### config.mk
export PLATFORM = sky130hd
export DESIGN_NAME = pip_vertex_cell
export DESIGN_NICKNAME = d
export VERILOG_FILES = /design/src/rtl/pip_pkg.sv /design/src/rtl/pip_edge_unit.sv /design/src/rtl/pip_vertex_cell.sv
export SDC_FILE = /design/constraint.sdc
export NUM_CORES = 1
export LEC_CHECK = 0
export BUFFER_PORTS_ARGS = -buffer_cell sky130_fd_sc_hd__buf_2
export CAP_MARGIN = 40
export CORE_UTILIZATION = 30
export CTS_BUF_LIST = sky130_fd_sc_hd__clkbuf_4 sky130_fd_sc_hd__clkbuf_8 sky130_fd_sc_hd__clkbuf_16
export DETAILED_ROUTE_END_ITERATION = 8
export SLEW_MARGIN = 30
export SYNTH_ARGS = -nofsm -noshare
export SYNTH_HDL_FRONTEND = slang
export SYNTH_SLANG_ARGS = --single-unit
### constraint.sdc
create_clock -name clk -period 1.38 [get_ports clk]
set_input_delay 0.069 -clock clk [delete_from_list [all_inputs] [get_ports clk]]
set_output_delay 0.069 -clock clk [all_outputs]
set_load 0.005 [all_outputs]
### src/rtl/pip_pkg.sv
`timescale 1ns / 1ps
`default_nettype none

package pip_pkg;

	localparam int COORD_W          = 32;
	localparam int IDX_W            = 6;
	localparam int CNT_W            = 7;
	localparam int DEF_MAX_VERTICES = 64;

	// request codes
	localparam logic REQ_LOAD  = 1'b0;
	localparam logic REQ_QUERY = 1'b1;

	// one word as it walks down the cell chain
	typedef struct packed {
		logic               is_query;
		logic [IDX_W-1:0]   idx;
		logic [COORD_W-1:0] x;
		logic [COORD_W-1:0] y;
		logic [COORD_W-1:0] px;      // last active vertex seen so far
		logic [COORD_W-1:0] py;
		logic [COORD_W-1:0] fx;      // vertex 0, for the closing edge
		logic [COORD_W-1:0] fy;
		logic               parity;
	} pip_word_t;

endpackage

`default_nettype wire

### src/rtl/pip_edge_unit.sv
`timescale 1ns / 1ps
`default_nettype none

module pip_edge_unit (
	input  logic                        clk,
	input  logic                        arst_n,
	input  logic                        word_vld,
	input  pip_pkg::pip_word_t          word,
	input  logic [pip_pkg::COORD_W-1:0] ix,
	input  logic [pip_pkg::COORD_W-1:0] iy,
	input  logic [pip_pkg::COORD_W-1:0] jx,
	input  logic [pip_pkg::COORD_W-1:0] jy,
	input  logic                        en,
	output logic                        fwd_vld,
	output pip_pkg::pip_word_t          fwd_word
);
	import pip_pkg::*;

	localparam int DW = COORD_W + 1;
	localparam int PW = 2 * DW;

	logic signed [DW-1:0] dxq, dyj, dxe, dyq;
	logic                 strad;

	logic                 vld_s1;
	pip_word_t            w_s1;
	logic signed [DW-1:0] dxq_s1, dyj_s1, dxe_s1, dyq_s1;
	logic                 hit_s1;

	logic                 vld_s2;
	pip_word_t            w_s2;
	logic signed [PW-1:0] lp_s2, rp_s2;
	logic                 neg_s2;
	logic                 hit_s2;

	logic                 flip;
	pip_word_t            w_nxt;

	// exact differences, one bit wider than the coordinates
	assign dxq = {word.x[COORD_W-1], word.x} - {ix[COORD_W-1], ix};
	assign dyj = {jy[COORD_W-1], jy} - {iy[COORD_W-1], iy};
	assign dxe = {jx[COORD_W-1], jx} - {ix[COORD_W-1], ix};
	assign dyq = {word.y[COORD_W-1], word.y} - {iy[COORD_W-1], iy};

	assign strad = ($signed(iy) > $signed(word.y)) != ($signed(jy) > $signed(word.y));

	always_ff @(posedge clk or negedge arst_n) begin
		if (!arst_n) begin
			vld_s1  <= 1'b0;
			vld_s2  <= 1'b0;
			fwd_vld <= 1'b0;
		end else begin
			vld_s1  <= word_vld;
			vld_s2  <= vld_s1;
			fwd_vld <= vld_s2;
		end
	end

	always_ff @(posedge clk) begin
		w_s1   <= word;
		dxq_s1 <= dxq;
		dyj_s1 <= dyj;
		dxe_s1 <= dxe;
		dyq_s1 <= dyq;
		hit_s1 <= strad && en && word.is_query;
	end

	// one multiplier per product, registered before the compare
	always_ff @(posedge clk) begin
		w_s2   <= w_s1;
		lp_s2  <= PW'(dxq_s1) * PW'(dyj_s1);
		rp_s2  <= PW'(dxe_s1) * PW'(dyq_s1);
		neg_s2 <= dyj_s1[DW-1];
		hit_s2 <= hit_s1;
	end

	// crossing right of the point: sign of dy flips the compare
	assign flip = hit_s2 && (neg_s2 ? (lp_s2 > rp_s2) : (lp_s2 < rp_s2));

	always_comb begin
		w_nxt        = w_s2;
		w_nxt.parity = w_s2.parity ^ flip;
	end

	always_ff @(posedge clk) begin
		fwd_word <= w_nxt;
	end

	a_vld_flow: assert property (@(posedge clk) disable iff (!arst_n)
		word_vld |-> ##3 fwd_vld)
		else $error("word lost in edge unit");

	a_load_no_hit: assert property (@(posedge clk) disable iff (!arst_n)
		(vld_s1 && !w_s1.is_query) |-> !hit_s1)
		else $error("load word marked as edge hit");

	a_hit_dy: assert property (@(posedge clk) disable iff (!arst_n)
		(vld_s1 && hit_s1) |-> (dyj_s1 != '0))
		else $error("straddling edge with zero dy");

endmodule

`default_nettype wire

### src/rtl/pip_vertex_cell.sv
`timescale 1ns / 1ps
`default_nettype none

module pip_vertex_cell #(
	parameter int MAX_VERTICES = pip_pkg::DEF_MAX_VERTICES,
	parameter int CELL_IDX     = 0
) (
	input  logic                      clk,
	input  logic                      arst_n,
	input  logic [pip_pkg::CNT_W-1:0] count,
	input  logic                      word_vld,
	input  pip_pkg::pip_word_t        word,
	output logic                      fwd_vld,
	output pip_pkg::pip_word_t        fwd_word
);
	import pip_pkg::*;

	localparam int CW = ($clog2(MAX_VERTICES + 1) > CNT_W) ?
		$clog2(MAX_VERTICES + 1) : CNT_W;
	localparam logic [CW-1:0] K_V = CW'(CELL_IDX);

	logic [COORD_W-1:0] vx_q, vy_q;
	logic               ld;
	logic               active;
	logic               en;
	pip_word_t          w_nxt;

	assign ld     = word_vld && (word.is_query == REQ_LOAD) && (CW'(word.idx) == K_V);
	assign active = CW'(count) > K_V;
	// cell 0 has no previous vertex; its edge is the closing one
	assign en     = active && (K_V != '0);

	always_ff @(posedge clk) begin
		if (ld) begin
			vx_q <= word.x;
			vy_q <= word.y;
		end
	end

	always_comb begin
		w_nxt = word;
		if (active) begin
			w_nxt.px = vx_q;
			w_nxt.py = vy_q;
		end
		if (active && (K_V == '0)) begin
			w_nxt.fx = vx_q;
			w_nxt.fy = vy_q;
		end
	end

	pip_edge_unit u_edge (
		.clk      (clk),
		.arst_n   (arst_n),
		.word_vld (word_vld),
		.word     (w_nxt),
		.ix       (vx_q),
		.iy       (vy_q),
		.jx       (word.px),
		.jy       (word.py),
		.en       (en),
		.fwd_vld  (fwd_vld),
		.fwd_word (fwd_word)
	);

endmodule

`default_nettype wire

==> metrics.md <==
| Metric | Value |
|---|---|
| Outcome | `finished, final reports clean` |
| 1st-pass router iterations | `4` |
| Ys Warns | `0` |
| Fill count | `4618` |
| PortBufs | `410` |
| Final routed DRC violation total | `0` |
| Dpl cells | `1915` |
| Die Y-Extent | `234.4 um` |
| Setup Skew | `0.009203 ns` |
| Pin count of the biggest net entering global routing | `29` |
| Seq. cell area | `14010 um2` |
| Clk root buf | `clkbuf_16` |
| FF-to-FF Start | `vx_q[31]` |
| Critical Path AT | `1.62 ns` |
| Tot Pwr | `0.04021 W` |
| Cell count of the worst reg-to-reg path | `1` |
| PostCTS Resize Cnt | `0` |
| Detailed placement HPWL | `21910 um` |
| Num ports | `411` |
| CTS Buf Count | `67` |
| DIE WIDTH | `234.4 um` |
| Peak per-stage delay on the critical path | `0.54 ns` |
| Share of cells above drive strength 1 | `43.65%` |
| # setup viols final | `0` |
| Antenna Nets Post-Route | `0` |
| Worst-margin pin slew | `0.2267 ns` |
| Mapped Cells | `815` |
| TritonCTS clock tree | `built` |
| Fin. Hold Viols | `0` |
| Area of the multi-input gates | `1968 um2` |
| Worst Path Max Fanout | `28` |
| R2r endpoint | `u_edge.w_s1[128]` |
| Tot GR Track Use | `11.87%` |
| Global-route wire length before repair | `48290 um` |
| Final Critical Period | `1.358 ns` |
| Flops & latches, synth | `667` |
| Post-synthesis sequential area ratio | `86.48%` |
| Yosys cell types | `13` |
| Worst relative slew slack | `84.76%` |
| CP required | `1.64 ns` |
| Routed WL | `33530 um` |
| Skew-Pair Late Insertion Delay | `0.58 ns` |
| Clock slew at reported path FFs | `0.06 ns` |
| Max-slew violations | `0` |
| H-tree levels | `3` |
| Post-layout util | `44.41%` |
| Crit path depth | `5` |
| Synthesized cell area | `16200 um2` |
| Hold Crit Depth | `2` |
| Core footprint | `52970 um2` |
| Vias in the first global route | `9007` |
| HP Class | `input port to register` |
| CTS Buffer Depth | `3` |
| Crit. End Element | `register` |
| Post-DP Area | `19080 um2` |
| Syn Nets | `1025` |
| CP bufs+invs | `3` |
| Critical path type | `input port to register` |
| Unrepaired setup endpoints after global routing | `no` |
| Max-cap violations | `0` |
| Leak pwr | `10.65 nW` |
| Critical Path Start Type | `input port` |
| Fin area | `23530 um2` |
| Starting Density | `30.58%` |
| Die area | `54930 um2` |
| Worst reg2reg setup slack | `0.56 ns` |
| Maximum VDD drop | `0.9201 mV` |
| Final instance count without filler cells | `2243` |
| Antenna violations before repair | `6` |
| Gr ovfl total | `0` |
| CTS Sinks | `667` |
| Nets@finish | `1709` |
| Vias post-DR | `8330` |
| CP max stage cell | `dlygate4sd3_1` |
| Post-CTS setup buffer count | `0` |
| Critical Path, Cell by Cell | `dlygate4sd3_1 -> buf_2 -> nor4_4 -> and4b_4 -> buf_12` |
| Syn avg cell area | `19.87 um2` |
| Routed vias/inst | `3.714` |
| P per Cell Area | `1709 nW/um2` |
| Min-Delay Endpoint | `u_edge.w_s1[146]` |
| Area Overhead vs Synth | `45.23%` |
| Delay-heaviest family, CP | `buffers and inverters` |
| Initial DRC Count | `169` |
| Final Cycle Share | `98.39%` |
| # rows | `84` |
| Min-delay src | `word[146]` |
| Achievable frequency | `736.5 MHz` |
| WL per Instance | `14.95 um` |
| GPL Wtd Cong | `0.7696` |
[cells by family after synthesis]
logic type,share of synthesized area (%)
buffers and inverters,1.568
DFF,86.48
muxes,11.68
and+or+nand+nor,0.2703
[cell usage in the layout, fill, tap and decap left out, types with 2 or more instances in the layout]
| cell type | count |
|---|---|
| clkbuf_4 | 12 |
| buf_12 | 6 |
| bufinv_16 | 6 |
| dfxtp_1 | 600 |
| diode_2 | 4 |
| clkinv_1 | 2 |
| inv_4 | 3 |
| edfxtp_1 | 64 |
| mux2_4 | 120 |
| clkinv_4 | 2 |
| clkbuf_8 | 10 |
| clkbuf_16 | 75 |
| dlygate4sd3_1 | 203 |
| buf_2 | 410 |
| mux2_2 | 8 |
| dfrtp_1 | 3 |
| inv_6 | 4 |
| buf_4 | 10 |
| clkinv_2 | 7 |
[cells in the mapped netlist]
cell type	number	share of area, %
nand2_2	1	0.039
dfxtp_1	600	74
nor2_1	1	0.023
edfxtp_1	64	12
nor4_1	1	0.039
buf_12	11	1.4
buf_6	3	0.21
mux2_4	120	11
nor4_2	1	0.077
dfrtp_1	3	0.46
mux2_2	8	0.56
nor3_1	1	0.031
and4b_1	1	0.062
[layout make-up]
class / instances / share of cell area [%]
antenna: 4 / 0.04255
clock buffer: 97 / 8.946
clock inverter: 24 / 1.250
multi-input combinational: 134 / 8.366
sequential: 667 / 59.55
tap: 688 / 3.659
timing repair buffer: 629 / 18.19
[stage by stage]
step | setup WS [ns] | TNS (ns) | hold WS (ns)
final | 0.02225 | 0 | 0.1363
after global routing | 0.02366 | 0 | 0.1109
after CTS | 0.07513 | 0 | 0.07035
after detailed placement | -0.1105 | -9.330 | -0.1249
after global placement | -0.1044 | -9.238 | -0.1335
after floorplan | -0.05737 | -3.671 | -0.2266
[worst max-delay path by stage]
stage               from               to  slack, ns
6_report       word[196]         vx_q[19]       0.02
3_3_place_gp    count[2]  u_edge.w_s1[27]      -0.10
3_5_place_dp    count[2]  u_edge.w_s1[25]      -0.11
4_1_cts        word[196]          vx_q[5]       0.08
2_1_floorplan  word[196]          vx_q[0]      -0.06
5_1_grt        word[196]         vx_q[29]       0.02
[routing by layer]
metal / part of all wire [%] / global-route usage (%)
met5: 0.13 / 0
met2: 52 / 20.92
met1: 36 / 11.64
met4: 4.5 / 7.883
met3: 6.9 / 4.304
[sequential cells by signal, indices dropped and copies added (netlist names)]
| name | count |
|---|---|
| u_edge.w_s1 | 200 |
| u_edge.fwd_vld | 1 |
| u_edge.w_s2 | 1 |
| vx_q | 32 |
| u_edge.vld_s1 | 1 |
| u_edge.w_nxt | 199 |
| u_edge.vld_s2 | 1 |
| u_edge.fwd_word | 200 |
| vy_q | 32 |
[power breakdown]
group / switching (W) / internal [W]
clock network: 0.00726 / 0.0118
registers: 0.0000996 / 0.0200
logic: 0.000356 / 0.000727
[repair_timing]
item	in CTS	in global routing
endpoints found under the hold margin	268	0
setup endpoints to repair	0	0
hold buffers	203	0
(Power assumes the default switching activity.)
